===== config.mk =====
export PLATFORM = sky130hd
export DESIGN_NAME = bsdf_back
export DESIGN_NICKNAME = d
export VERILOG_FILES = /design/src/rtl/bsdf_pkg.sv /design/src/rtl/bsdf_back.sv
export SDC_FILE = /design/constraint.sdc
export NUM_CORES = 1
export LEC_CHECK = 0
export BUFFER_PORTS_ARGS = -buffer_cell sky130_fd_sc_hd__buf_4
export CAP_MARGIN = 10
export CORE_ASPECT_RATIO = 1.2
export CORE_UTILIZATION = 25
export CTS_BUF_LIST = sky130_fd_sc_hd__clkbuf_8
export DETAILED_ROUTE_END_ITERATION = 8
export GPL_ROUTABILITY_DRIVEN = 0
export SETUP_SLACK_MARGIN = 0.05
export SKIP_LAST_GASP = 1
export SLEW_MARGIN = 10
export SYNTH_ARGS = -nofsm -noshare
export SYNTH_HDL_FRONTEND = slang
export SYNTH_SLANG_ARGS = --single-unit

===== constraint.sdc =====
create_clock -name clk -period 2 [get_ports clk]
set_input_delay 0.2 -clock clk [delete_from_list [all_inputs] [get_ports clk]]
set_output_delay 0.2 -clock clk [all_outputs]
set_load 0.01 [all_outputs]

===== src/rtl/bsdf_pkg.sv =====
// ----------------------------------------------------------------------------
// bsdf_pkg
// Types and constants shared by the byte split delta filter modules.
// ----------------------------------------------------------------------------
package bsdf_pkg;

  // Operation codes of an input beat.
  localparam logic OP_LOAD  = 1'b0;
  localparam logic OP_FETCH = 1'b1;

  // Filter direction.
  localparam logic DIR_ENC = 1'b0;
  localparam logic DIR_DEC = 1'b1;

  // Result status codes.
  localparam logic [1:0] ST_OK    = 2'd0;
  localparam logic [1:0] ST_EMPTY = 2'd1;
  localparam logic [1:0] ST_TRUNC = 2'd2;

  // Delta bias.
  localparam logic [7:0] BIAS = 8'd128;

  // Configuration port: byte address width and register index.
  localparam int          CFG_AW        = 3;
  localparam logic [0:0]  REG_DIRECTION = 1'b0;

  // Queue between the front and back parts.
  localparam int Q_DEPTH = 4;
  localparam int Q_AW    = 2;

  // Input beat.
  typedef struct packed {
    logic       operation;
    logic [7:0] data_byte;
    logic       last_byte;
  } bsdf_in_t;

  // Result beat.
  typedef struct packed {
    logic [7:0] out_byte;
    logic       last_out;
    logic [1:0] status;
  } bsdf_out_t;

  // Classification of one fetch, decided by the front part.
  typedef struct packed {
    logic empty;      // nothing to emit
    logic first;      // first byte of the block
    logic zero_prev;  // no encode fetch since the last load
    logic is_final;   // final byte of the block
    logic trunc;      // block was truncated
    logic enc;        // encode direction
  } bsdf_tag_t;

  // Queue entry: classification plus the byte read from the store.
  typedef struct packed {
    bsdf_tag_t  tag;
    logic [7:0] data;
  } bsdf_cmd_t;

endpackage


===== src/rtl/bsdf_back.sv =====
// ----------------------------------------------------------------------------
// bsdf_back
// Takes classified fetches from the queue, applies the encode delta and
// holds the result beat in the output register.
// ----------------------------------------------------------------------------
module bsdf_back (
  input  logic                clk,
  input  logic                rst_n,
  input  logic                head_valid,
  input  bsdf_pkg::bsdf_cmd_t head_cmd,
  output logic                pop,
  output logic                out_valid,
  input  logic                out_ready,
  output bsdf_pkg::bsdf_out_t out_data
);

  import bsdf_pkg::*;

  logic       out_valid_r, out_valid_nxt;
  bsdf_out_t  out_r, out_nxt;
  logic [7:0] prev_r, prev_nxt;
  logic [7:0] base, value;

  assign pop = head_valid & (~out_valid_r | out_ready);

  // Result value: delta against the previous reordered byte in encode mode.
  always_comb begin
    base = head_cmd.tag.zero_prev ? 8'd0 : prev_r;
    if (head_cmd.tag.enc && !head_cmd.tag.first) begin
      value = head_cmd.data - base + BIAS;
    end else begin
      value = head_cmd.data;
    end
  end

  // Output register and running byte update.
  always_comb begin
    out_valid_nxt = out_valid_r & ~out_ready;
    out_nxt       = out_r;
    prev_nxt      = prev_r;
    if (pop) begin
      out_valid_nxt = 1'b1;
      if (head_cmd.tag.empty) begin
        out_nxt.out_byte = 8'd0;
        out_nxt.last_out = 1'b0;
        out_nxt.status   = ST_EMPTY;
      end else begin
        out_nxt.out_byte = value;
        out_nxt.last_out = head_cmd.tag.is_final;
        out_nxt.status   = head_cmd.tag.trunc ? ST_TRUNC : ST_OK;
        if (head_cmd.tag.enc) begin
          prev_nxt = head_cmd.data;
        end
      end
    end
  end

  always_ff @(posedge clk) begin
    if (!rst_n) begin
      out_valid_r <= 1'b0;
    end else begin
      out_valid_r <= out_valid_nxt;
    end
  end

  always_ff @(posedge clk) begin
    out_r  <= out_nxt;
    prev_r <= prev_nxt;
  end

  assign out_valid = out_valid_r;
  assign out_data  = out_r;

endmodule


---- Yosys cells after proc, flatten, opt, wreduce, memory -nomap -nowiden ----
Index checks and enable logic that the tools add are counted.
operators by class
  add/sub/neg operators ................... 2
  reduce and logical (&&, ||, !) cells .... 3
  bitwise operators ....................... 6
  mux-type cells .......................... 4
operators by type and width
  kind                                 count
  8-bit 2-to-1 mux                     2
  8-bit adder (second input constant)  1
  8-bit subtractor                     1
  1-bit NOT                            3
  3-bit AND reduction                  1
  1-bit bitwise AND                    2
  2-bit 2-to-1 mux                     1
  1-bit logical AND                    1
  1-bit zero test                      1
  1-bit 2-to-1 mux                     1
  1-bit OR                             1
storage, ports and cells
  bits of input ports ..................... 18
  word-level logic and storage cells ...... 20
  output and inout port bits .............. 13
  bits in registers ....................... 20

---- Logic depth before layout (Yosys ltp) ----
  depth after elaboration ................. 4
  gate-level depth with buffers ........... 9
  depth with buffers taken out ............ 9

---- Worst setup path before layout ----
No wires, ideal clock.
  kind .................................... register -> register
  start point ............................. register prev_r[1]
  end point ............................... register out_r, in the netlist out_data[8] (data pin)
  slack ................................... -0.045 ns
  required time ........................... 1.739 ns
  path buffers ............................ 0
  period minus slack after synthesis ...... 2.045 ns
  cell stages (with the launch flop) ...... 9
  arrival ................................. 1.784 ns
  setup time .............................. 0.261 ns
  cells stage by stage .................... edfxtp_1 > nand2b_1 > ha_1 > ha_1 > fa_1 > a21o_1 > a21oi_1 > xor2_1 > o21ai_0
on the way
  word-level cells in the longest chain between the ends .. 4
ends and longest elaborated chain
  item                    line             text
  from (decl)             bsdf_back.sv:21  logic [7:0] prev_r, prev_nxt;
  from (signal assigned)  bsdf_back.sv:68  prev_r <= prev_nxt;
  8-bit 2-to-1 mux        bsdf_back.sv:28  base = head_cmd.tag.zero_prev ? 8'd0 : prev_r;
  8-bit subtractor        bsdf_back.sv:30  value = head_cmd.data - base + BIAS;
  8-bit adder             bsdf_back.sv:30
  8-bit 2-to-1 mux        bsdf_back.sv:29  if (head_cmd.tag.enc && !head_cmd.tag.first) begin
  to (signal assigned)    bsdf_back.sv:67  out_r <= out_nxt;
  to (decl)               bsdf_back.sv:20  bsdf_out_t out_r, out_nxt;
Every way passes these cells.
A chain may end at the register's enable or synchronous reset.

---- Final worst setup path ----
  start point ............................. register prev_r[0]
  end point ............................... register out_r, in the netlist out_data[10] (data pin)
Same word-level chain as after synthesis.

==> impl_results.md <==
- FF-to-FF Start: prev_r[0]
- Peak clock frequency supported by timing: ~0.5 GHz
- Mapped Area: 1164 sq um
- Number of instances in the synthesized netlist: between 90 and 100
- TritonCTS clock tree: done
- Status: finished, violations left
- CP delay by family, top: adder cells
- Count of state elements after synthesis: 20
- Sinks on the clock net: 20
- Layout area overhead: 40.00%
- Share of synthesized registers carrying an async set or reset: 0
- Total placed instance area: 1536 sq um
- Synth Area in Adders: 0.1570
- Post-synthesis share of cell area spent on xor and xnor gates: 0.03763
- EDFF count, synth: 19
- DRC violations left: 0
- Die X-Extent: 64.28 microns
- Number of buffers created by CTS: 3
- Area of the placeable core: between 4000 and 5000 sq um
- Average cell area after synthesis: roughly 12 sq um
- Slowest stage cell on the critical path: sky130_fd_sc_hd__fa_2
- Overflow left after global routing: 0
- Antenna violations before repair: 0
- Post-synthesis cell type count: 33
- Overall die area: 4933 sq um
- Final hold viol count: 0
- Dominant combinational cell family by area after synthesis: simple AND/OR/NAND/NOR gates
- First-pass detailed-route iteration total: 4
- Ant diodes: 0
- Vertical extent of the die: roughly 77 microns
- Aggregate global-route resource usage: 0.09954
- Nets@finish: 171
- Clock buffer depth: 2
- Type of the most critical hold path: primary input to flip-flop
- Number of max-cap violations: 0
- Required time of the critical path: around 2 ns
- Boundary Pins: 31
- Worst setup path startpoint: prev_r[0]
- Post-layout worst setup margin: -0.02620 ns
- Via count of the first global-routing pass: ~800
- Share of layout cells above drive strength 1: 0.3623
- Min-delay src: head_cmd[0]
- Min Tclk post-route: between 2 and 2.5 ns
- Worst setup path category: flip-flop to flip-flop
- Buffers & Inverters on Critical Path: 1
- Sequential share of the synthesized area: 0.5075
- Leakage power figure: approximately 0.67 nW
- Final cycle utilization of the critical path: 1.013
- Filler-free cell count of the finished design: around 190
- Mux share of post-synthesis cell area: 0
- Kind of launch point of the worst setup path: flip-flop
- Worst setup skew after layout: 0.001041 ns
- Compound-gate portion of the synthesized area: 0.08280
- Iteration-0 DRC count of the detailed router: 30
- Slew of the pin with the lowest slew margin: between 0.4 and 0.5 ns
- Layout Cell Area excl Fill: between 1500 and 2000 sq um
- Minimum setup slack among reg-to-reg paths: -0.03 ns
- Slowest stage delay, CP: between 0.3 and 0.4 ns
- Violated checks: setup timing
- H-Tree Level Count: 1
- Arrival time of the worst setup path: 2.03 ns
- Final cell utilization of the core: 0.3737
- Final slew viol count: 0
- Setup_tns: -0.02620 ns
- Layout fillers: about 430
- Setup crit end kind: flip-flop
- Wire length of the first global-routing pass: around 3800 microns
- CP Cell Sequence: nor2b_1, ha_1, inv_1, ha_4, fa_2, a21o_1, nand4_1, and4_1, o31ai_2
- Number of vias after detailed routing: 860
- Root buffer cell: sky130_fd_sc_hd__clkbuf_8
- Unrepaired setup endpoints after global routing: yes
- Placed Cells incl. Taps: 189
- Number of vias per cell: 4.433
- Top flip-flop cell by instance count after synthesis: sky130_fd_sc_hd__edfxtp_1
- Synthesized net count: between 100 and 150
- Final count of negative-setup-slack endpoints: 1
- Simple-gate share of the synthesized area: 0.1946
- Detailed Route WL: around 2400 microns
- Estimated wirelength of the detail-placed design: roughly 1800 microns
- Worst supply voltage drop on vdd: roughly 0.21 mV
- Number of rows in the core area: 26
- Worst-path clk slew: roughly 0.07 ns
- Insertion delay to the later sink of the worst-skew pair: about 0.25 ns
- Power per Cell Area: roughly 620 nW/um^2
- Antenna-violating nets left: 0
- Detailed-route wire length per cell: roughly 12 microns
- Maximum number of pins on one net before global-route repair: 14
- Synthesis warning total: 0
- Maximum fanout encountered on the critical timing path: 2
- Count of buffers inserted at the top-level ports: 30
- Relative slew margins: 0.6916
- Number of hold buffers added after cts: 0
- Initial core utilization: 0.2669
[cell families after synthesis]
kind of cell | Yosys count
buffers and inverters | 6
AOI/OAI and AO/OA | 16
and+or+nand+nor | 36
adders and majority gates | 14
xor gates and xnor gates | 5
DFF | 20
[path summary, 6_finish.rpt]
check                  to  cells past startpoint
max          out_data[10]                      9
min             prev_r[0]                      1
max reg2reg  out_data[10]                      9
min reg2reg     out_valid                      2
[what timing repair did]
action | CTS | global route
pin swaps | 13 | 4
setup endpoints to repair | 3 | 4
buffers inserted | 1 | 0
gates resized for setup | 4 | 1
[cells in the mapped netlist, drive strengths merged, types with 2 or more instances]
cell	number	area, sq um
nand3	2	10.01
nand2	4	15.01
o21ai	3	15.01
edfxtp	19	570.6
nand3b	3	22.52
xor2	3	26.28
inv	4	15.01
a211oi	2	15.01
xnor2	2	17.52
nand2b	7	43.79
a21o	2	15.01
nor3b	2	15.01
a21oi	6	30.03
nor2	3	11.26
ha	13	162.7
nor2b	5	31.28
[sequential cells by signal, indices dropped and copies added (netlist names)]
| register | flops |
|---|---|
| prev_r | 8 |
| out_data | 11 |
| out_valid | 1 |
[per-layer routing]
metal | wire length [microns] | GRT usage
met2 | 1147 | 0.1600
met4 | 42 | 0.06000
met3 | 114 | 0.01339
met1 | 1098 | 0.1247
met5 | 0 | 0
[stage by stage]
stage               setup WS (ns)  power, mW  hold slack (ns)
floorplan                 0.05114     0.6424           0.2989
global placement          -0.1145     0.7493           0.4010
detailed placement        -0.1622     0.7532           0.4005
CTS                      -0.03171      1.030           0.1375
global route              -0.1142      1.074           0.1314
finish                   -0.02620      1.017           0.1483
[power by group]
group          internal (mW)  switching (mW)
Clock                  0.136           0.121
Sequential             0.487         0.00587
Combinational          0.142           0.125
[cell type report]
class / count / area, sq um / area share
Clock buffer: 3 / 41.29 / 0.02535
Clock inverter: 1 / 3.754 / 0.002304
Inverter: 4 / 15.01 / 0.009217
Multi-Input combinational cell: 71 / 615.6 / 0.3779
Sequential cell: 20 / 590.6 / 0.3625
Tap cell: 56 / 70.07 / 0.04301
Timing Repair Buffer: 39 / 292.8 / 0.1797
[placed cells by master, fill, tap and decap left out, drive strengths merged]
master and instances:
buf 39, edfxtp 19, ha 13, nand2b 7, a21oi 6, nor2b 5
inv 5, nand2 4, xor2 3, nand3b 3, nor2 3, clkbuf 3
o21ai 3, a21o 2, xnor2 2, nand3 2, nor3b 2, a211oi 2
and2 1, and3b 1, or3b 1, or2b 1, a21boi 1, nand4 1
a31oi 1, and4 1, o31ai 1, or4 1, or4b 1, nor4b 1
nor3 1, fa 1, dfxtp 1
Note: power is estimated with default switching activity, not from simulation.
