### src/rtl/bsdf_pkg.sv
// ----------------------------------------------------------------------------
// bsdf_pkg
// Types and constants shared by the byte split delta filter modules.
// ----------------------------------------------------------------------------
package bsdf_pkg;

  // Operation codes of an input beat.
  localparam logic OP_LOAD  = 1'b0;
  localparam logic OP_FETCH = 1'b1;

  // Filter direction.
  localparam logic DIR_ENC = 1'b0;
  localparam logic DIR_DEC = 1'b1;

  // Result status codes.
  localparam logic [1:0] ST_OK    = 2'd0;
  localparam logic [1:0] ST_EMPTY = 2'd1;
  localparam logic [1:0] ST_TRUNC = 2'd2;

  // Delta bias.
  localparam logic [7:0] BIAS = 8'd128;

  // Configuration port: byte address width and register index.
  localparam int          CFG_AW        = 3;
  localparam logic [0:0]  REG_DIRECTION = 1'b0;

  // Queue between the front and back parts.
  localparam int Q_DEPTH = 4;
  localparam int Q_AW    = 2;

  // Input beat.
  typedef struct packed {
    logic       operation;
    logic [7:0] data_byte;
    logic       last_byte;
  } bsdf_in_t;

  // Result beat.
  typedef struct packed {
    logic [7:0] out_byte;
    logic       last_out;
    logic [1:0] status;
  } bsdf_out_t;

  // Classification of one fetch, decided by the front part.
  typedef struct packed {
    logic empty;      // nothing to emit
    logic first;      // first byte of the block
    logic zero_prev;  // no encode fetch since the last load
    logic is_final;   // final byte of the block
    logic trunc;      // block was truncated
    logic enc;        // encode direction
  } bsdf_tag_t;

  // Queue entry: classification plus the byte read from the store.
  typedef struct packed {
    bsdf_tag_t  tag;
    logic [7:0] data;
  } bsdf_cmd_t;

endpackage

### src/rtl/bsdf_fifo.sv
// ----------------------------------------------------------------------------
// bsdf_fifo
// Short queue of classified fetches between the front and back parts.
// ----------------------------------------------------------------------------
module bsdf_fifo (
  input  logic                clk,
  input  logic                rst_n,
  input  logic                push,
  input  bsdf_pkg::bsdf_cmd_t push_cmd,
  input  logic                pop,
  output logic                head_valid,
  output bsdf_pkg::bsdf_cmd_t head_cmd,
  output logic                room2
);

  import bsdf_pkg::*;

  bsdf_cmd_t       slot_r [Q_DEPTH];
  logic [Q_AW-1:0] wr_r, wr_nxt;
  logic [Q_AW-1:0] rd_r, rd_nxt;
  logic [Q_AW:0]   cnt_r, cnt_nxt;

  // Pointer and fill count update.
  always_comb begin
    wr_nxt  = push ? wr_r + Q_AW'(1) : wr_r;
    rd_nxt  = pop ? rd_r + Q_AW'(1) : rd_r;
    cnt_nxt = cnt_r + (Q_AW+1)'(push) - (Q_AW+1)'(pop);
  end

  always_ff @(posedge clk) begin
    if (!rst_n) begin
      wr_r  <= '0;
      rd_r  <= '0;
      cnt_r <= '0;
    end else begin
      wr_r  <= wr_nxt;
      rd_r  <= rd_nxt;
      cnt_r <= cnt_nxt;
    end
  end

  // Entry storage.
  always_ff @(posedge clk) begin
    if (push) begin
      slot_r[wr_r] <= push_cmd;
    end
  end

  assign head_valid = cnt_r != '0;
  assign head_cmd   = slot_r[rd_r];
  // Room for the beat in flight plus one more.
  assign room2      = cnt_r <= (Q_AW+1)'(Q_DEPTH - 2);

endmodule

### config.mk
export PLATFORM = sky130hd
export DESIGN_NAME = bsdf_fifo
export DESIGN_NICKNAME = d
export VERILOG_FILES = /design/src/rtl/bsdf_pkg.sv /design/src/rtl/bsdf_fifo.sv
export SDC_FILE = /design/constraint.sdc
export NUM_CORES = 1
export LEC_CHECK = 0
export BUFFER_PORTS_ARGS = -buffer_cell sky130_fd_sc_hd__buf_2
export CAP_MARGIN = 20
export CORE_ASPECT_RATIO = 1.4
export CORE_MARGIN = 1
export CORE_UTILIZATION = 30
export CTS_CLUSTER_DIAMETER = 120
export DETAILED_ROUTE_END_ITERATION = 10
export PLACE_DENSITY = 0.49
export RECOVER_POWER = 25
export SLEW_MARGIN = 20
export SYNTH_ARGS = -nofsm -noshare
export SYNTH_HDL_FRONTEND = slang
export SYNTH_SLANG_ARGS = --single-unit
export TNS_END_PERCENT = 30
### constraint.sdc
create_clock -name clk -period 1.54 [get_ports clk]
set_input_delay 0.077 -clock clk [delete_from_list [all_inputs] [get_ports clk]]
set_output_delay 0.077 -clock clk [all_outputs]
set_load 0.1 [all_outputs]
# == Word level (Yosys, flattened, before mapping) ==
# Memory sizes are Yosys's and may differ from the RTL's. A register that Yosys moved wholly into a read port is not among the register bits.
# Cells that the tools add are included.
# totals
reg_bits,7
latchBits,0
mem_bits_rw,56
mem_bits_ro,0
inputBits,18
output_inout_bits,16
word_cells,14
mem_count,1
# classes
add_sub_neg,4
multipliers,0
n_div,0
magnitude_cmp,1
n_eq_ne,0
shift,0
mux,4
bitwise,0
reduce_logical,1
# memory_table
memory,depth,word_bits,rd,rd_clocked_by_memory_dff,write_ports,line_no,source
slot_r,4,14,1,1,1,bsdf_fifo.sv:18,bsdf_cmd_t slot_r [Q_DEPTH];
# op_table
op,count
"2-bit by 1-bit adder with 2-bit output, second input constant",2
2-bit 2-to-1 mux,2
3-bit by 1-bit adder with 3-bit output,1
"3-bit by 2-bit less-or-equal comparator with 1-bit output, second input constant",1
3-bit nonzero test,1
3-bit by 1-bit subtractor with 3-bit output,1
1-bit 2-to-1 mux,2

# == Logic depth before layout (Yosys ltp) ==
# Gate-level depths: netlist of run 1.
# logic_depth
word_depth,3
ltp_mapped,8
ltp_nobuf,8

# == Worst setup path before layout of run 1 ==
# No wires, ideal clock.
# synth_timing
kind,reg-to-output
start,register (tool-made name)
end,output head_cmd[11] (netlist name)
t_arrival_ns,1.412
required_time_ns,1.463
path_slack_ns,0.051
stages_incl_launch_ff,3
path_buffers,1
cell_sequence,dfxtp_1 -> buf_6 -> mux4_1
# synth_lines
element,line_no,source
"end, declared",bsdf_fifo.sv:12,"output bsdf_pkg::bsdf_cmd_t head_cmd,"

==> flow_summary_export.csv, run 1 <==
group,metric,value,unit
detailed_routing,met2_length,2290,um
worst_setup_path,endpoint_kind,"primary output",
synth,synth_top_area_share,0.675,
timing,finalCritPeriodShare,1.07,
status,violations,"setup timing",
detailed_routing,detail-route-antenna-nets,0,
worst_setup_path,crit_chain,"clkbuf_16, mux4_2, buf_8",
worst_setup_path,start_kind,"register",
synth,ys_types,19,
timing,setup_viol,14,
status,outcome,"complete, but fails checks",
floorplanning,start_util,0.308,
timing,fin_ws,-0.102,ns
worst_setup_path,critical_path_required,1.46,ns
detailed_routing,route.detailed.drc,0,
worst_setup_path,reg2reg_from,"cnt_r[0]",
floorplanning,io_pins,34,
min_path,hold_depth,3,
global_route,overflow,0,
timing,fin_skew,0.00281,ns
place,place.gp.congestion,0.696,
cells_and_area,drive_gt1_frac,0.398,
synth,seq_area_frac_synth,0.747,
detailed_routing,wire_per_inst,14.9,um
worst_setup_path,cp_max_fo,5,
timing,hold_viol,0,
floorplanning,core,8100,sq um
detailed_routing,wirelength,4300,um
clocking,clk_latency,0.32,ns
cells_and_area,n_antenna_cell,0,
clocking,clock_sink_count,65,
timing,post-route-min-period,1.64,ns
floorplanning,die_y,110,um
power_and_ir_drop,power.leakage,1.20,nW
cells_and_area,final_common_cell,"edfxtp_1",
synth,yosysWarnings,0,
detailed_routing,met3RoutedLength,193,um
synth,yosysTopAreaCell,"edfxtp_1",
worst_setup_path,path_buf_inv,2,
worst_setup_path,worst_path_largest_cell_delay,0.51,ns
clocking,clkTransAtPathRegs,0.05,ns
detailed_routing,vias_per_cell,4.36,
synth,netlist_area,2490,sq um
power_and_ir_drop,ir_drop,1.59,mV
cells_and_area,n_fill_cell,745,
detailed_routing,vias,1257,
detailed_routing,drt_iter0_drc,59,
worst_setup_path,crit_type,"reg -> out",
worst_setup_path,r2r-end,"cnt_r[1]",
clocking,cts_setup_buffers,0,
timing,relSlewSlack,0.680,
worst_setup_path,crit_path_top_delay_cell,"mux4_2",
min_path,hp-class,"in -> reg",
cells_and_area,final_cell_mix,"56 x edfxtp_1, 15 x dlygate4sd3_1, 14 x mux4_2",
timing,rsz0062_at_grt,"yes",
place,pre_cts_slack,-0.0784,ns
power_and_ir_drop,power_density,1550,nW/um^2
clocking,cts_buffer_depth,2,
global_route,first_global_vias,1366,
synth,synthTopCellsByArea,"edfxtp_1 67%, mux4_2 9.0%, dfxtp_1 7.2%",
place,placement.io_buffers,33,
global_route,grt_pass1_wl,6610,um
synth,syn_area_per_cell,21.1,sq um
detailed_routing,firstDrtPassIters,4,
synth,yosys_register_bits,65,
timing,fmax,609,MHz
cells_and_area,layout.nets,207,
min_path,worst_hold_startpoint,"pop",
place,place_hpwl,2830,um
timing,drv_slew,0,
clocking,root_buffer,"clkbuf_16",
clocking,cts-htree-levels,3,
worst_setup_path,rr_worst_depth,7,
synth,syn_nets,144,
worst_setup_path,path_delay_family,"multiplexers",
timing,worst_pin_slew,0.483,ns
clocking,cts_buffers,9,
worst_setup_path,worst_ep_arrival_time,1.56,ns
global_route,antenna_found_initial,0,
synth,syn_inst,118,
worst_setup_path,rrSetupSlack,0.05,ns
detailed_routing,routed.top_layer,"met4",
detailed_routing,wl_met1,1720,um
clocking,cts_tree,"yes",
cells_and_area,syn_to_final_growth,37.1,%
global_route,grt_start_max_net_pins,15,
global_route,grt_use_total,0.112,
floorplanning,rows,39,
floorplanning,dieArea,8680,sq um
run,maxCapViolations,0,
floorplanning,dieWidth,79.0,um
timing,hold_slack,0.120,ns
-- registers in the layout, indices dropped and copies added (netlist names), named ones only --
signal  count
wr_r        2
cnt_r       3
slot_r     56
rd_r        2
-- metal layers --
| metal | track usage | vias up |
|---|---|---|
| met4 | 0.0766 | 0 |
| li1 | - | 591 |
| met3 | 0.0340 | 6 |
| met5 | 0 | - |
| met2 | 0.185 | 37 |
| met1 | 0.122 | 623 |
-- power breakdown --
group | leakage [nW] | switching, mW | internal, mW
clock network | 0.139 | 0.685 | 1.25
registers | 0.590 | 0.0433 | 2.03
logic | 0.471 | 0.881 | 0.405
-- synthesized netlist by cell type --
cell type,instances
nand3_1,1
mux4_1,4
mux2i_1,1
and2_1,5
ha_1,7
buf_12,1
a31o_2,1
inv_1,8
nand3b_1,1
buf_6,1
a21bo_2,1
mux4_2,10
buf_2,1
fa_1,1
nor2_1,6
edfxtp_1,56
xnor2_1,3
dfxtp_1,9
a21oi_1,1
-- cell families (layout without fill, tap and decap cells) --
| logic type | after synthesis | after routing | synth area share |
|---|---|---|---|
| flops | 65 | 65 | 0.747 |
| mux | 15 | 15 | 0.137 |
| simple gates | 13 | 13 | 0.0266 |
| buf+inv | 11 | 79 | 0.0266 |
| fa+ha+maj | 8 | 8 | 0.0432 |
| compound gates | 3 | 3 | 0.00954 |
| xor+xnor | 3 | 3 | 0.0105 |
-- worst max-delay path by stage --
| stage | from | end | slack [ns] | cells past startpoint |
|---|---|---|---|---|
| floorplan | register | head_cmd[11] | 0.05 | 2 |
| global placement | cnt_r[0] | cnt_r[2] | 0.0005 | 8 |
| CTS | register | head_cmd[13] | -0.14 | 3 |
| detailed placement | cnt_r[0] | cnt_r[2] | -0.08 | 8 |
| global route | register | head_cmd[12] | -0.16 | 3 |
| finish | register | head_cmd[9] | -0.10 | 3 |
-- worst register-to-register path, stage by stage (launching register included) --
cell and delay [ns]:
dfxtp_2 0.31, inv_2 0.08, ha_4 0.20, inv_2 0.07
ha_4 0.12, inv_1 0.05, fa_2 0.51, nor2_1 0.05
-- what timing repair did --
item,in CTS,in global routing
gates cloned,0,1
pin swaps,1,0
hold buffers,15,0
setup endpoints to repair,59,17
gates resized for setup,46,6
endpoints found under the hold margin,57,0
-- through the flow --
stage	power (mW)	area (sq um)	util	TNS (ns)	cells
floorplan	3.03	2490	-	0	118
global placement	3.21	2820	0.348	0	256
detailed placement	3.23	2820	0.348	-2.00	256
CTS	5.34	3380	0.417	-1.58	287
global route	5.50	3420	0.422	-2.01	288
finish	5.29	3420	0.422	-1.28	288
-- layout make-up --
class / count / area [sq um] / share of cell area
clock buffers: 9 / 225 / 0.0659
clock inverters: 7 / 71.3 / 0.0209
inverters: 8 / 30.0 / 0.00879
multi-input cells: 42 / 581 / 0.170
flip-flops and latches: 65 / 1870 / 0.547
well taps: 102 / 128 / 0.0373
repair buffers: 55 / 514 / 0.150
Power figures use the tool's default switching activity.
==> inputs of run 2 (changes only) <==
Settings changed: ABC_AREA set to 1, CORE_MARGIN 1 to 1.5, PLACE_DENSITY 0.49 to 0.48.
==> run 2 against run 1 <==
The flow finishes with violations (DRC). Total power up 4.4%. Routed wire length up 21%. Non-clock buffer count up 4.
==> flow_summary_export.csv, run 2 <==
group,metric,value,unit
clocking,clock_sink_count,65,
run,maxCapViolations,0,
synth,yosysTopAreaCell,"edfxtp_1",
cells_and_area,fin_area,3850,sq um
clocking,cts_buffer_depth,2,
timing,timing.setup.tns,0,ns
detailed_routing,vias_per_cell,4.11,
detailed_routing,met2_length,2540,um
floorplanning,core,9080,sq um
synth,synth_commonest_cells,"80 x nand2_1, 71 x inv_1, 56 x edfxtp_1",
worst_setup_path,worst_ep_arrival_time,1.70,ns
clocking,cts-htree-levels,3,
cells_and_area,layout.nets,365,
synth,synth_edf_count,56,
cells_and_area,top_register,"slot_r",
synth,netlist_area,2830,sq um
synth,seq_area_frac_synth,0.659,
detailed_routing,firstDrtPassIters,7,
worst_setup_path,r2r-end,"cnt_r[1]",
synth,yosysMostFrequentCell,"nand2_1",
cells_and_area,n_fill_cell,843,
synth,yosysWarnings,0,
floorplanning,dieWidth,85.0,um
worst_setup_path,critical_path_required,1.76,ns
floorplanning,dieArea,10000,sq um
clocking,clk_latency,0.32,ns
worst_setup_path,reg2reg_from,"cnt_r[0]",
clocking,cts_buffers,9,
worst_setup_path,cp_max_fo,2,
detailed_routing,vias,1853,
detailed_routing,met3RoutedLength,241,um
place,place_hpwl,3320,um
timing,worst_pin_slew,0.484,ns
synth,synth_top_area_share,0.595,
power_and_ir_drop,ir_drop,1.75,mV
min_path,worst_hold_startpoint,"rst_n",
status,violations,"DRC",
synth,syn_area_per_cell,10.2,sq um
cells_and_area,final_common_cell,"nand2_1",
synth,yosys_register_bits,65,
synth,synthTopCellsByArea,"edfxtp_1 59%, nand2_1 11%, inv_1 9.4%",
power_and_ir_drop,power_density,1440,nW/um^2
detailed_routing,wire_per_inst,11.5,um
worst_setup_path,rrSetupSlack,0.06,ns
cells_and_area,n_antenna_cell,0,
timing,finalCritPeriodShare,0.959,
worst_setup_path,rr_worst_depth,7,
detailed_routing,route.detailed.drc,3,
floorplanning,start_util,0.311,
detailed_routing,wirelength,5200,um
detailed_routing,wl_met1,2300,um
cells_and_area,largest_reg_flops,56,
clocking,cts_setup_buffers,0,
global_route,grt_start_max_net_pins,29,
floorplanning,io_pins,34,
global_route,antenna_found_initial,0,
place,placement.io_buffers,33,
floorplanning,die_y,118,um
synth,syn_inst,276,
worst_setup_path,endpoint_kind,"register",
worst_setup_path,start_kind,"register",
min_path,min_to,"cnt_r[0]",
synth,ys_async_sr_fraction,0,
synth,syn_nets,302,
place,place.gp.congestion,0.674,
timing,hold_slack,0.0185,ns
cells_and_area,final_cell_mix,"79 x nand2_1, 71 x inv_1, 56 x edfxtp_1",
synth,synthFlopType,"edfxtp_1",
clocking,cts_tree,"yes",
clocking,root_buffer,"clkbuf_16",
timing,hold_viol,0,
clocking,clkTransAtPathRegs,0.05,ns
cells_and_area,syn_to_final_growth,36.1,%
power_and_ir_drop,power.leakage,1.79,nW
status,outcome,"complete, but fails checks",
min_path,hp-class,"in -> reg",
timing,rsz0062_at_grt,"yes",
timing,setup_viol,0,
detailed_routing,routed.top_layer,"met4",
cells_and_area,drive_gt1_frac,0.166,
global_route,grt_use_total,0.115,
cells_and_area,seqCellArea,1860,sq um
global_route,first_global_vias,1804,
floorplanning,rows,41,
global_route,grt_pass1_wl,8690,um
place,place_area,3380,sq um
cells_and_area,top_regs,"slot_r (56), cnt_r (3)",
power_and_ir_drop,power,5.52,mW
timing,relSlewSlack,0.680,
timing,post-route-min-period,1.48,ns
global_route,overflow,0,
cells_and_area,multi_input_area,636,sq um
min_path,hold_depth,3,
worst_setup_path,crit_type,"reg -> reg",
timing,fin_skew,0.00417,ns
detailed_routing,detail-route-antenna-nets,0,
timing,drv_slew,0,
timing,fmax,677,MHz
detailed_routing,drt_iter0_drc,121,
synth,ys_types,15,
==> run 2: per-stage QoR <==
stage,std cells,utilization,setup WS (ns)
2_1_floorplan,276,-,0.0646
3_3_place_gp,421,0.373,0.0420
3_5_place_dp,421,0.373,0.0210
4_1_cts,451,0.423,0.0100
5_1_grt,451,0.424,-0.0245
6_report,451,0.424,0.0631
==> run 2: cell families (layout without fill, tap and decap cells) <==
group / count (synthesis) / after routing / share of synthesized area
adders and majority gates: 8 / 8 / 0.0381
xor gates and xnor gates: 1 / 1 / 0.00310
DFF: 65 / 65 / 0.659
buffers and inverters: 80 / 148 / 0.122
and+or+nand+nor: 118 / 118 / 0.170
AOI/OAI and AO/OA: 4 / 4 / 0.00797
==> run 2: worst max-delay path, cell delays in order (launching register included) <==
cell and delay, ns:
dfxtp_1 0.30, inv_1 0.04, ha_1 0.26, inv_1 0.05, ha_1 0.12, inv_1 0.05
fa_2 0.51, nor2_1 0.04
==> run 2: layout make-up <==
type / instances / area share
Clock inverter: 2 / 0.00878
Tap cell: 107 / 0.0348
Timing Repair Buffer: 59 / 0.162
Inverter: 73 / 0.0712
Sequential cell: 65 / 0.484
Clock buffer: 14 / 0.0738
Multi-Input combinational cell: 131 / 0.165
==> run 2: power breakdown <==
group | total (mW) | internal [mW] | switching [mW]
Combinational | 1.38 | 0.446 | 0.932
Clock | 2.09 | 1.42 | 0.664
Sequential | 2.06 | 2.02 | 0.0397
Total | 5.52 | 3.89 | 1.64
==> run 2: routing by layer <==
metal  global-route usage  vias to the layer above
li1                     -                      974
met1                0.144                      837
met2                0.174                       34
met3               0.0372                        8
met4               0.0625                        0
met5                    0                        -
==> run 2: worst max-delay path by stage <==
stage | startpoint | endpoint | slack, ns | depth (start not counted)
after floorplan | cnt_r[0] | cnt_r[2] | 0.06 | 8
after global placement | cnt_r[0] | cnt_r[2] | 0.04 | 8
after detailed placement | cnt_r[0] | cnt_r[2] | 0.02 | 8
after CTS | cnt_r[0] | cnt_r[2] | 0.01 | 8
after global routing | cnt_r[0] | cnt_r[1] | -0.02 | 7
final | cnt_r[0] | cnt_r[1] | 0.06 | 7
==> run 2: repair_timing <==
action                                  CTS  global route
hold buffers                             14             0
endpoints found under the hold margin    56             0
resized for setup                         0             6
endpoints found under the setup margin    0            11
