### src/rtl/bsdf_pkg.sv
// ----------------------------------------------------------------------------
// bsdf_pkg
// Types and constants shared by the byte split delta filter modules.
// ----------------------------------------------------------------------------
package bsdf_pkg;

  // Operation codes of an input beat.
  localparam logic OP_LOAD  = 1'b0;
  localparam logic OP_FETCH = 1'b1;

  // Filter direction.
  localparam logic DIR_ENC = 1'b0;
  localparam logic DIR_DEC = 1'b1;

  // Result status codes.
  localparam logic [1:0] ST_OK    = 2'd0;
  localparam logic [1:0] ST_EMPTY = 2'd1;
  localparam logic [1:0] ST_TRUNC = 2'd2;

  // Delta bias.
  localparam logic [7:0] BIAS = 8'd128;

  // Configuration port: byte address width and register index.
  localparam int          CFG_AW        = 3;
  localparam logic [0:0]  REG_DIRECTION = 1'b0;

  // Queue between the front and back parts.
  localparam int Q_DEPTH = 4;
  localparam int Q_AW    = 2;

  // Input beat.
  typedef struct packed {
    logic       operation;
    logic [7:0] data_byte;
    logic       last_byte;
  } bsdf_in_t;

  // Result beat.
  typedef struct packed {
    logic [7:0] out_byte;
    logic       last_out;
    logic [1:0] status;
  } bsdf_out_t;

  // Classification of one fetch, decided by the front part.
  typedef struct packed {
    logic empty;      // nothing to emit
    logic first;      // first byte of the block
    logic zero_prev;  // no encode fetch since the last load
    logic is_final;   // final byte of the block
    logic trunc;      // block was truncated
    logic enc;        // encode direction
  } bsdf_tag_t;

  // Queue entry: classification plus the byte read from the store.
  typedef struct packed {
    bsdf_tag_t  tag;
    logic [7:0] data;
  } bsdf_cmd_t;

endpackage

### src/rtl/bsdf_front.sv
// ----------------------------------------------------------------------------
// bsdf_front
// Accepts input beats, writes loaded bytes into the block store, tracks the
// block counters and issues store reads for fetches, which it classifies and
// pushes into the queue together with the read byte.
// ----------------------------------------------------------------------------
module bsdf_front #(
  parameter int MAX_BYTES = 16384
) (
  input  logic                         clk,
  input  logic                         rst_n,
  input  logic                         in_valid,
  output logic                         in_ready,
  input  bsdf_pkg::bsdf_in_t           in_data,
  input  logic                         dir,
  input  logic                         q_room2,
  output logic                         ram_we,
  output logic [$clog2(MAX_BYTES)-1:0] ram_waddr,
  output logic [7:0]                   ram_wdata,
  output logic                         ram_re,
  output logic [$clog2(MAX_BYTES)-1:0] ram_raddr,
  input  logic [7:0]                   ram_rdata,
  output logic                         push,
  output bsdf_pkg::bsdf_cmd_t          push_cmd
);

  import bsdf_pkg::*;

  localparam int CW = $clog2(MAX_BYTES + 1);
  localparam int AW = $clog2(MAX_BYTES);
  localparam logic [CW-1:0] MAX_C = CW'(MAX_BYTES);

  logic [CW-1:0] load_count_r, load_count_nxt;
  logic [CW-1:0] emit_r, emit_nxt;
  logic          ready_r, ready_nxt;
  logic          trunc_r, trunc_nxt;
  logic          seen_r, seen_nxt;
  logic [7:0]    lrun_r, lrun_nxt;
  logic          pend_r, pend_nxt;
  bsdf_tag_t     tag_r, tag_nxt;

  logic          acc, is_load, is_fetch;
  logic [CW-1:0] base_cnt;
  logic          base_trunc, fits;
  logic [7:0]    v;
  logic [CW:0]   cnt_p1;
  logic [CW-1:0] half, k_minus, src, emit_inc;
  logic          empty, fin;

  assign in_ready = q_room2;
  assign acc      = in_valid & in_ready;
  assign is_load  = acc & (in_data.operation == OP_LOAD);
  assign is_fetch = acc & (in_data.operation == OP_FETCH);

  // Load path: a load onto a ready block starts a new block.
  always_comb begin
    base_cnt   = ready_r ? '0 : load_count_r;
    base_trunc = ready_r ? 1'b0 : trunc_r;
    fits       = base_cnt < MAX_C;
    if (dir == DIR_DEC && base_cnt != '0) begin
      v = lrun_r + in_data.data_byte + BIAS;
    end else begin
      v = in_data.data_byte;
    end
  end

  assign ram_we    = is_load & fits;
  assign ram_waddr = base_cnt[AW-1:0];
  assign ram_wdata = v;

  // Fetch path: source address of the next output byte.
  always_comb begin
    cnt_p1   = {1'b0, load_count_r} + (CW+1)'(1);
    half     = cnt_p1[CW:1];
    k_minus  = emit_r - half;
    emit_inc = emit_r + CW'(1);
    if (dir == DIR_ENC) begin
      if (emit_r < half) begin
        src = {emit_r[CW-2:0], 1'b0};
      end else begin
        src = {k_minus[CW-2:0], 1'b1};
      end
    end else begin
      if (emit_r[0] == 1'b0) begin
        src = emit_r >> 1;
      end else begin
        src = half + (emit_r >> 1);
      end
    end
    empty = !ready_r || (load_count_r == '0) || (emit_r >= load_count_r);
    fin   = emit_inc == load_count_r;
  end

  assign ram_re    = is_fetch & ~empty;
  assign ram_raddr = src[AW-1:0];

  // Block state update.
  always_comb begin
    load_count_nxt = load_count_r;
    emit_nxt       = emit_r;
    ready_nxt      = ready_r;
    trunc_nxt      = trunc_r;
    seen_nxt       = seen_r;
    lrun_nxt       = lrun_r;
    if (is_load) begin
      load_count_nxt = base_cnt + CW'(fits);
      trunc_nxt      = base_trunc | ~fits;
      emit_nxt       = '0;
      ready_nxt      = in_data.last_byte;
      seen_nxt       = 1'b0;
      lrun_nxt       = fits ? v : lrun_r;
    end else if (is_fetch && !empty) begin
      if (fin) begin
        load_count_nxt = '0;
        emit_nxt       = '0;
        ready_nxt      = 1'b0;
        trunc_nxt      = 1'b0;
      end else begin
        emit_nxt = emit_inc;
      end
      if (dir == DIR_ENC) begin
        seen_nxt = 1'b1;
      end
    end
  end

  // Classification registered while the store read completes.
  always_comb begin
    pend_nxt          = is_fetch;
    tag_nxt.empty     = empty;
    tag_nxt.first     = emit_r == '0;
    tag_nxt.zero_prev = ~seen_r;
    tag_nxt.is_final  = fin;
    tag_nxt.trunc     = trunc_r;
    tag_nxt.enc       = dir == DIR_ENC;
  end

  always_ff @(posedge clk) begin
    if (!rst_n) begin
      load_count_r <= '0;
      emit_r       <= '0;
      ready_r      <= 1'b0;
      trunc_r      <= 1'b0;
      seen_r       <= 1'b0;
      pend_r       <= 1'b0;
    end else begin
      load_count_r <= load_count_nxt;
      emit_r       <= emit_nxt;
      ready_r      <= ready_nxt;
      trunc_r      <= trunc_nxt;
      seen_r       <= seen_nxt;
      pend_r       <= pend_nxt;
    end
  end

  // Payload registers need no reset.
  always_ff @(posedge clk) begin
    lrun_r <= lrun_nxt;
    tag_r  <= tag_nxt;
  end

  assign push          = pend_r;
  assign push_cmd.tag  = tag_r;
  assign push_cmd.data = ram_rdata;

endmodule

### config.mk
export PLATFORM = sky130hd
export DESIGN_NAME = bsdf_front
export DESIGN_NICKNAME = d
export VERILOG_FILES = /design/src/rtl/bsdf_pkg.sv /design/src/rtl/bsdf_front.sv
export SDC_FILE = /design/constraint.sdc
export NUM_CORES = 1
export LEC_CHECK = 0
export ABC_AREA = 1
export BUFFER_PORTS_ARGS = -buffer_cell sky130_fd_sc_hd__buf_4
export CAP_MARGIN = 40
export CELL_PAD_IN_SITES_DETAIL_PLACEMENT = 0
export CELL_PAD_IN_SITES_GLOBAL_PLACEMENT = 1
export CORE_ASPECT_RATIO = 1.1
export CORE_MARGIN = 8
export CORE_UTILIZATION = 35
export DETAILED_ROUTE_END_ITERATION = 10
export GPL_TIMING_DRIVEN = 0
export PLACE_DENSITY_LB_ADDON = 0.3
export SLEW_MARGIN = 20
export SYNTH_ARGS = -nofsm -noshare
export SYNTH_HDL_FRONTEND = slang
export SYNTH_SLANG_ARGS = --single-unit
### constraint.sdc
create_clock -name clk -period 4.3 [get_ports clk]
set_input_delay 0.86 -clock clk [delete_from_list [all_inputs] [get_ports clk]]
set_output_delay 0.86 -clock clk [all_outputs]
set_load 0.02 [all_outputs]
-- Word-level counts from Yosys, hierarchy flattened
Cells that the tools add are included.
- reductions and logical operators: 15
- equality and inequality tests: 1
- magnitude comparators: 3
- div/mod/pow operators: 0
- bitwise gates (word level): 12
- add/sub/neg operators: 7
- shifts and indexed selects: 0
- mux-type cells: 14
- multiply operators: 0
- operator list (kind ; number):
    $mux 15 ; 5
    $mux 14 ; 3
    $logic_not 15->1 ; 2
    $add 15x1->16 const B ; 1
    $add 15x1->15 ; 1
    $add 15x1->15 const B ; 1
    $eq 15x15->1 ; 1
    $ge 15x15->1 ; 1
    $lt 15x15->1 ; 1
    $lt 15x15->1 const B ; 1
    $reduce_bool 15->1 ; 1
    $add 14x14->14 ; 1
    $sub 13x13->13 ; 1
    $add 8x8->8 ; 1
    $add 8x8->8 const B ; 1
    $mux 8 ; 1
    $not 1->1 ; 6
    $reduce_and 2->1 ; 3
    $and 1x1->1 ; 5
    $mux 1 ; 5
    $reduce_bool 2->1 ; 2
    $logic_and 1x1->1 ; 2
    $logic_not 1->1 ; 2
    $logic_or 1x1->1 ; 2
    2 further kinds ; 2
- bits in writable memories: 0
- memories kept: 0
- flip-flop bits (word level): 48
- memory bits (read-only): 0
- latch bits: 0
- logic and storage cells: 65

-- Depth between registers and ports, before layout
Gate-level depths: netlist (run 1).
- word-level depth: 7
- depth in mapped cells: 20
- mapped depth without buffers: 20

-- Worst setup path before layout (run 1)
Ideal clock, no wire load.
- path type: register -> output
- from: register load_count_r[1]
- to: output port ram_raddr[3]
- cell stages (with the launch flop): 18
- path slack: 419 ps
- arrival: 3021 ps
- buffers on the path: 1
- cell sequence: dfxtp_1 inv_1 nor3_2 nand3_1 nor3_2 nand4_1 nor3_1 nor2_1 a21oi_1 inv_1 ha_1 inv_1 nor3_1 nand3_1 nand2_1 buf_2 o21ai_0 o21ai_0
- word-level cells in the longest chain between the ends: 4
- elaborated cells on any way between the ends: 7
- RTL lines (element ; line ; source):
    start: declaration ; bsdf_front.sv:33 ; logic [CW-1:0] load_count_r, load_count_nxt;
    start signal: assignment ; bsdf_front.sv:147 ; load_count_r <= load_count_nxt;
    $add 15x1->16 (*) ; bsdf_front.sv:73 ; cnt_p1 = {1'b0, load_count_r} + (CW+1)'(1);
    $add 14x14->14, or another cell as far along ; bsdf_front.sv:87 ; src = half + (emit_r >> 1);
    $mux 14, on equally long branches ; bsdf_front.sv:84, bsdf_front.sv:78 ;
    $mux 14 (*) ; bsdf_front.sv:77 ; if (dir == DIR_ENC) begin
    end: declaration ; bsdf_front.sv:21 ; output logic [$clog2(MAX_BYTES)-1:0] ram_raddr,
Every way passes the cells marked *; elsewhere a longest branch is shown, timed or not.

-- Worst setup path in the final report (run 1)
- from: register load_count_r[0]
- to: output port ram_raddr[1]
Same word-level chain as after synthesis.

==> summary.md, run 1 <==
| Metric | Value |
|---|---|
| Outcome | `completed` |
| Synth top area share | `around 15%` |
| M1 WL | `8840 µm` |
| Power Density | `between 150 and 200 nW/µm²` |
| Hold EP | `push_cmd[9]$_DFF_P_` |
| Fraction of registers with async set/reset | `0%` |
| Total Routing Usage GR | `18.6%` |
| Reg-to-reg endpoint | `load_count_r[14]$_SDFFE_PN0P_` |
| Critical path's most frequent cell | `nor3_4` |
| Synth Area in Compound Gates | `16.1%` |
| Met3 WL | `between 700 and 800 µm` |
| Post-Syn Nets | `935` |
| Ant. Diodes | `0` |
| Fin Hold WS | `0.373 ns` |
| Critical Path End Type | `output pin` |
| Post-DP Area | `6210 µm²` |
| CTS buffer count | `5` |
| Cell area after layout | `6840 µm²` |
| Core ar. | `15,400 µm²` |
| DR top layer | `met4` |
| Root buffer cell | `clkbuf_16` |
| WS Path Type | `register to output pin` |
| Yosys warns | `0` |
| Post-synthesis cell type count | `between 40 and 50` |
| H-tree depth | `2` |
| Post-Syn Area | `5440 µm²` |
| Fill cells | `1,692` |
| Post-Synth Simple-Gate Area | `32.4%` |
| Crit path required time | `approximately 3.4 ns` |
| Max-slew headroom | `56.3%` |
| CTS tree | `built` |
| Unrepaired setup endpoints after global routing | `true` |
| CTS Hold Bufs | `0` |
| Post-DP HPWL | `15,000 µm` |
| Clock Latency Late Sink | `between 0.3 and 0.4 ns` |
| Hold path depth | `0` |
| Vias per cell | `5.15` |
| Synth Area in Adders | `16.3%` |
| Avg Inst Size Synth | `6.45 µm²` |
| Port Buf Inserts | `68` |
| Area of the multi-input gates | `4140 µm²` |
| Largest net degree at the start of global routing | `15` |
| Clock skew | `0.0187 ns` |
| Gp weighted congestion | `0.877` |
| Part of the Yosys area used for sequential elements | `19.1%` |
| Placement Setup Slack | `-0.193 ns` |
| Total grt overflow | `0` |
| Setup crit start kind | `register` |
| XOR/XNOR Fraction of Synth Area | `6.07%` |
| DP Cell Count | `1,112` |
| Post-synth EDFFs | `8` |
| Slew at the pin closest to its max-slew limit | `0.654 ns` |
| Tcrit/Tclk final | `98.3%` |
| # DRC | `0` |
| Number of global-route vias before repair | `5,563` |
| Tmin final | `4.23 ns` |
| Most common cell in the netlist | `nand2_1` |
| Total iterations of the first detailed-routing run | `5` |
| I/O Pins | `77` |
| Static leakage | `3.40 nW` |
| Syn Inst Count | `roughly 840` |
| Initial Util | `35.2%` |
| Slowest stage cell on the critical path | `dfxtp_4` |
| Worst-case vdd ir drop | `0.000212 V` |
| Layout Utilization | `44.3%` |
| Reg2reg setup slack | `1.17 ns` |
| Initial antenna violation count | `0` |
| First-pass GRT wire length | `29,400 µm` |
| Reg2Reg Depth | `15` |
| Clk pin slew, worst setup/hold paths | `approximately 0.070 ns` |
| Largest family of logic cells by synthesized area | `simple AND/OR/NAND/NOR gates` |
| Synth Flop Type | `dfxtp_1` |
| Register bit count reported by yosys | `48` |
| Finished Layout Cells | `1,137` |
| Worst endpoint data arrival time | `3.37 ns` |
| Vias | `5,861` |
| Dominant cell type by area after synthesis | `ha_1` |
| Final number of setup-violating endpoints | `0` |
| Max-Cap Viols | `0` |
| Max Freq | `roughly 240 MHz` |
| Largest cells by area after synthesis | `ha_1 15%, dfxtp_1 15%, nand2_1 14%` |
| Most frequent cells after synthesis | `200 x nand2_1, 91 x inv_1, 79 x nand3_1` |
| Die H | `about 150 µm` |
| Register area | `1050 µm²` |
| Delay-heaviest family, CP | `simple AND/OR/NAND/NOR gates` |
| Cell Rows | `48` |
| Number of routed nets with antenna violations | `0` |
| Slew Limit Fails | `0` |
| Chip Width | `about 130 µm` |
| CP max stage delay | `~0.39 ns` |
| Detailed Route WL | `18,800 µm` |
| Initial drt markers | `roughly 320` |
| Fin. Hold Viols | `0` |
| Layout area overhead | `25.8%` |
| Mux contribution to synthesized area | `0%` |
| Full die area | `just under 20,000 µm²` |
| Final Worst Setup Slack | `roughly 0.075 ns` |
| Cells along the critical path | `inv_4 -> nor3_4 -> nand3_2 -> nor3_4 -> nand4_1 -> nor3_1 -> nor2_1 -> a21oi_2 -> inv_2 -> ha_4 -> inv_4 -> nor3_4 -> nand3_2 -> nand2_4 -> buf_4 -> nand2_1 -> o211ai_1 -> nand2_1 -> buf_4` |
| Total clock sinks | `48` |
| Max Fanout on Critical Path | `5` |
| Worst min path class | `register to register` |
| Clk buf depth | `2` |
| Wire length on met2 | `8870 µm` |
| WL per Instance | `16.6 µm` |
| Hold Startpoint | `trunc_r$_SDFFE_PN0P_` |
| Reg-to-Reg Start | `ready_r$_SDFFE_PN0P_` |
| Nets@finish | `1,028` |
| Ratio of cells with drive above 1 in the final layout | `20.7%` |
| WP buf/inv | `5` |
-- flip-flops by register name (all words and copies together), names as in the netlist --
register,count
trunc_r,1
seen_r,1
push_cmd,6
ready_r,1
load_count_r,15
lrun_r,8
emit_r,15
push,1
-- kinds of logic after synthesis --
kind of cell             after synthesis
AO/OA/AOI/OAI                        165
adder cells (fa/ha/maj)               69
XOR/XNOR                              36
AND/OR/NAND/NOR                      397
buffers and inverters                128
flip-flops                            48
-- layout by cell type (no fill, tap or decap), types with 2 or more instances in the layout --
cell type	netlist	layout
clkbuf_16	0	5
a21oi_2	0	8
inv_2	3	10
nand2_2	2	5
nor2_4	3	3
a21o_1	3	3
xor2_1	21	17
o21ai_2	0	2
nor3_4	1	5
edfxtp_1	8	8
ha_1	66	56
o21ai_0	67	57
dfxtp_4	0	3
o21bai_2	0	2
buf_6	2	10
fa_1	3	3
clkinv_1	3	3
xor2_2	0	4
xnor2_1	14	14
inv_4	0	4
a21oi_1	75	67
buf_2	8	6
nor2_1	62	59
buf_4	10	91
nand4_1	19	19
nor3_1	12	10
ha_4	0	10
nor4_1	4	4
nand3_2	3	8
o22ai_1	5	5
o21ai_1	2	10
clkbuf_1	9	9
o211ai_1	5	5
or2_2	2	2
dfxtp_1	40	36
nand3_1	79	74
inv_1	91	79
nand2_1	200	196
nor2_2	5	8
-- metrics by stage --
step | TNS [ns] | total power, mW
after global routing | -1.32 | 1.16
after floorplan | 0 | 0.608
after CTS | -0.0569 | 1.12
final | 0 | 1.12
after global placement | -1.46 | 0.692
after detailed placement | -1.94 | 0.694
-- layout make-up --
type / count / share of cell area (%)
Inverter: 97 / 5.56
Sequential cell: 48 / 15.4
Tap cell: 200 / 3.66
Clock buffer: 7 / 2.09
Timing Repair Buffer: 87 / 9.88
Clock inverter: 1 / 0.0915
Buffer: 30 / 2.76
Multi-Input combinational cell: 667 / 60.6
-- metal layers --
layer	GRT usage (%)	vias up
li1	-	3014
met1	24.5	2706
met2	30.8	125
met3	2.56	16
met4	5.23	0
met5	0	-
-- what timing repair did --
| action | 4_1_cts | 5_1_grt |
|---|---|---|
| setup endpoints to repair | 14 | 14 |
| buffers inserted | 8 | 7 |
| gates resized for setup | 32 | 63 |
| pin swaps | 10 | 30 |
| cloned | 1 | 1 |
-- power by group --
part	leakage [nW]	total (mW)	switching, mW	internal [mW]
Sequential	0.399	0.464	0.00292	0.461
Combinational	2.93	0.232	0.136	0.0965
Clock	0.0744	0.424	0.191	0.233
Total	3.40	1.12	0.330	0.790
-- worst max-delay path by stage --
| stage | cells past startpoint | slack (ns) | start | to |
|---|---|---|---|---|
| detailed placement | 19 | -0.19 | load_count_r[1]$_SDFFE_PN0P_ | ram_raddr[13] |
| global placement | 20 | -0.16 | load_count_r[1]$_SDFFE_PN0P_ | ram_raddr[13] |
| CTS | 18 | -0.03 | load_count_r[0]$_SDFFE_PN0P_ | ram_raddr[12] |
| global route | 19 | -0.14 | load_count_r[0]$_SDFFE_PN0P_ | ram_raddr[8] |
| floorplan | 17 | 0.42 | load_count_r[1]$_SDFFE_PN0P_ | ram_raddr[3] |
| finish | 19 | 0.07 | load_count_r[0]$_SDFFE_PN0P_ | ram_raddr[1] |
Note: power is estimated with default switching activity, not from simulation.
==> run 2: changes to the inputs <==
--- a/config.mk
+++ b/config.mk
@@ -5,7 +5,6 @@
 export SDC_FILE = /design/constraint.sdc
 export NUM_CORES = 1
 export LEC_CHECK = 0
-export ABC_AREA = 1
 export BUFFER_PORTS_ARGS = -buffer_cell sky130_fd_sc_hd__buf_4
 export CAP_MARGIN = 40
 export CELL_PAD_IN_SITES_DETAIL_PLACEMENT = 0
==> summary.md, run 2 <==
| Metric | Value |
|---|---|
| Dominant cell type by area after synthesis | `ha_1` |
| Port Buf Inserts | `68 (unchanged)` |
| Max Freq | `226 MHz (-4.3%)` |
| I/O Pins | `77 (unchanged)` |
| Register bit count reported by yosys | `48 (unchanged)` |
| H-tree depth | `2 (unchanged)` |
| Part of the Yosys area used for sequential elements | `19.0% (-0.11 points)` |
| Root buffer cell | `clkbuf_16` |
| First-pass GRT wire length | `30,000 µm (+2.0%)` |
| Max Fanout on Critical Path | `5 (unchanged)` |
| Yosys warns | `0 (unchanged)` |
| Slew at the pin closest to its max-slew limit | `0.796 ns (+0.142 ns)` |
| Post-DP HPWL | `14,700 µm (-2.4%)` |
| Vias per cell | `5.61 (+8.9%)` |
| CTS buffer count | `5 (unchanged)` |
| Max-Cap Viols | `0 (unchanged)` |
| Final Worst Setup Slack | `-0.117 ns (-0.191 ns)` |
| Power Density | `156 nW/µm² (-4.7%)` |
| Total iterations of the first detailed-routing run | `5 (unchanged)` |
| Clock Latency Late Sink | `0.29 ns (-0.02 ns)` |
| Max-slew headroom | `46.7% (-9.6 points)` |
| Detailed Route WL | `18,800 µm (about the same)` |
| Most frequent cells in the layout | `102 x buf_4, 63 x nand3_1, 57 x ha_1` |
| Placement Setup Slack | `-0.839 ns (-0.646 ns)` |
| Most frequent cells after synthesis | `69 x nand3_1, 66 x ha_1, 49 x nor2_1` |
| Finished Layout Cells | `999 (-12%)` |
| Hold Startpoint | `trunc_r$_SDFFE_PN0P_` |
| Avg Inst Size Synth | `7.83 µm² (+21%)` |
| Number of global-route vias before repair | `5,602 (+0.70%)` |
| Clock skew | `0.00711 ns (-0.0116 ns)` |
| Largest cells by area after synthesis | `ha_1 15%, dfxtp_1 15%, xnor2_1 7.0%` |
| Clk pin slew, worst setup/hold paths | `0.07 ns (about the same)` |
| Syn Inst Count | `698 (-17%)` |
| Initial drt markers | `373 (+16%)` |
| Reg-to-Reg Start | `emit_r[1]$_SDFFE_PP0P_` |
| CTS tree | `built` |
| Post-synth EDFFs | `8 (unchanged)` |
| CP startpoint | `load_count_r[1]$_SDFFE_PN0P_` |
| Initial antenna violation count | `0 (unchanged)` |
| Top Registers | `emit_r (15), load_count_r (15), lrun_r (8)` |
| # DRC | `0 (unchanged)` |
| Fin Hold WS | `0.357 ns (-0.0162 ns)` |
| Initial Util | `35.3% (+0.057 points)` |
| Core ar. | `15,500 µm² (+0.39%)` |
| Commonest non-fill, non-tap cell in the layout | `buf_4` |
| Final number of setup-violating endpoints | `12 (+12)` |
| Gp weighted congestion | `0.874 (-0.39%)` |
| DP Cell Count | `967 (-13%)` |
| Clk buf depth | `2 (unchanged)` |
| Tmin final | `4.42 ns (+0.191 ns)` |
| Slowest stage cell on the critical path | `or3_4` |
| Largest net degree at the start of global routing | `17 (+2)` |
| Most common cell in the netlist | `nand3_1` |
| Setup crit start kind | `register` |
| Full die area | `19,900 µm² (+0.49%)` |
| Worst min path class | `register to register` |
| CP max stage delay | `0.42 ns (+0.03 ns)` |
| Chip Width | `135 µm (+0.24%)` |
| Die H | `147 µm (+0.25%)` |
| Unrepaired setup endpoints after global routing | `true` |
| Critical Path End Type | `output pin` |
| Worst-case vdd ir drop | `0.000176 V (-17%)` |
| Vias | `5,609 (-4.3%)` |
| Ratio of cells with drive above 1 in the final layout | `28.7% (+8.0 points)` |
| Outcome | `finished, violations left` |
| Crit path required time | `3.44 ns (about the same)` |
| Fraction of registers with async set/reset | `0% (unchanged)` |
| Total clock sinks | `48 (unchanged)` |
| Slew Limit Fails | `0 (unchanged)` |
| Cells along the critical path | `ha_4 -> nand4_4 -> or3_4 -> xnor2_4 -> inv_1 -> ha_4 -> a21o_1 -> a21oi_2 -> o22a_1 -> o31a_1 -> a21oi_4 -> buf_12 -> buf_6 -> o31a_1 -> o32a_1 -> buf_6` |
| Ant. Diodes | `0 (unchanged)` |
| Total Routing Usage GR | `18.5% (-0.10 points)` |
| Failing checks | `negative setup slack` |
| Post-Syn Area | `5470 µm² (+0.55%)` |
| Post-Syn Nets | `790 (-16%)` |
| Number of routed nets with antenna violations | `0 (unchanged)` |
| Worst endpoint data arrival time | `3.56 ns (+0.19 ns)` |
| Fin. Hold Viols | `0 (unchanged)` |
| Cell Rows | `48 (unchanged)` |
| WS Path Type | `register to output pin` |
| Synth top area share | `15.1% (-0.083 points)` |
| Synth Flop Type | `dfxtp_1` |
| WL per Instance | `18.9 µm (+14%)` |
| Nets@finish | `890 (-13%)` |
| Tcrit/Tclk final | `103% (+4.4 points)` |
| Total grt overflow | `0 (unchanged)` |
| CTS Hold Bufs | `0 (unchanged)` |
| Post-synthesis cell type count | `67 (+60%)` |
| Static leakage | `3.15 nW (-7.3%)` |
| Layout area overhead | `30.7%` |
[run 2: changes by cell type after synthesis, moves of 12 or more]
| cell | previous run | this run |
|---|---|---|
| xnor2_1 | 14 | 44 |
| nor2_1 | 62 | 49 |
| clkbuf_1 | 9 | 23 |
| a21o_1 | 3 | 17 |
| nor3_1 | 12 | 24 |
| o21ai_0 | 67 | 27 |
| a21oi_1 | 75 | 31 |
| inv_1 | 91 | 39 |
| mux2i_1 | 0 | 20 |
| nand2_1 | 200 | 36 |
[run 2: per-stage QoR]
step	instance area [µm²]	TNS (ns)	total power [mW]	util [%]
5_1_grt	7150	-2.47	1.17	46.1
2_1_floorplan	5470	0	0.609	-
3_5_place_dp	6240	-9.87	0.690	40.2
6_report	7150	-0.517	1.12	46.1
3_3_place_gp	6230	-9.62	0.684	40.2
4_1_cts	7010	-0.484	1.12	45.3
[run 2: kinds of logic after synthesis]
family / synth area share, %
simple gates: 25.4
compound gates: 16.6
mux: 5.10
fa+ha+maj: 16.2
buf+inv: 7.57
xor+xnor: 10.1
flops: 19.0
[run 2: what timing repair did]
item	CTS	global route
buffers inserted	22	4
cloned	1	0
endpoints found under the setup margin	15	15
pin swaps	25	9
resized for setup	96	21
[run 2: per-layer routing]
| metal | up-vias | wire, µm | track usage, % |
|---|---|---|---|
| met2 | 146 | 9520 | 32.3 |
| met1 | 2712 | 8140 | 23.0 |
| met3 | 23 | 757 | 2.08 |
| met5 | - | 0 | 0 |
| met4 | 0 | 423 | 5.89 |
| li1 | 2728 | - | - |
[run 2: power by group]
| part | leakage (nW) | switching [mW] | total [mW] | internal, mW |
|---|---|---|---|---|
| clock network | 0.0742 | 0.192 | 0.411 | 0.218 |
| registers | 0.401 | 0.00228 | 0.462 | 0.460 |
| logic | 2.68 | 0.134 | 0.243 | 0.109 |
[run 2: final cells by class]
class,count,area [µm²]
Buffer,47,264
Clock buffer,5,125
Clock inverter,3,22.5
Fill cell,1560,8350
Inverter,44,179
Multi-Input combinational cell,556,4470
Sequential cell,48,1060
Tap cell,200,250
Timing Repair Buffer,96,776
[run 2: worst max-delay path, delay by kind of cell (launching register included)]
| family | cells | cell delay [ns] |
|---|---|---|
| fa+ha+maj | 2 | 0.36 |
| xor+xnor | 1 | 0.23 |
| compound gates | 7 | 1.22 |
| flops | 1 | 0.39 |
| simple gates | 2 | 0.55 |
| buf+inv | 4 | 0.52 |
[run 2: final timing paths]
check                                                    end  cells after the start  slack (ns)
worst min register to register           push_cmd[9]$_DFF_P_                      0        0.36
worst min-delay path                     push_cmd[9]$_DFF_P_                      0        0.36
worst max-delay path                           ram_raddr[12]                     16       -0.12
worst max register to register  load_count_r[5]$_SDFFE_PN0P_                     10        0.64
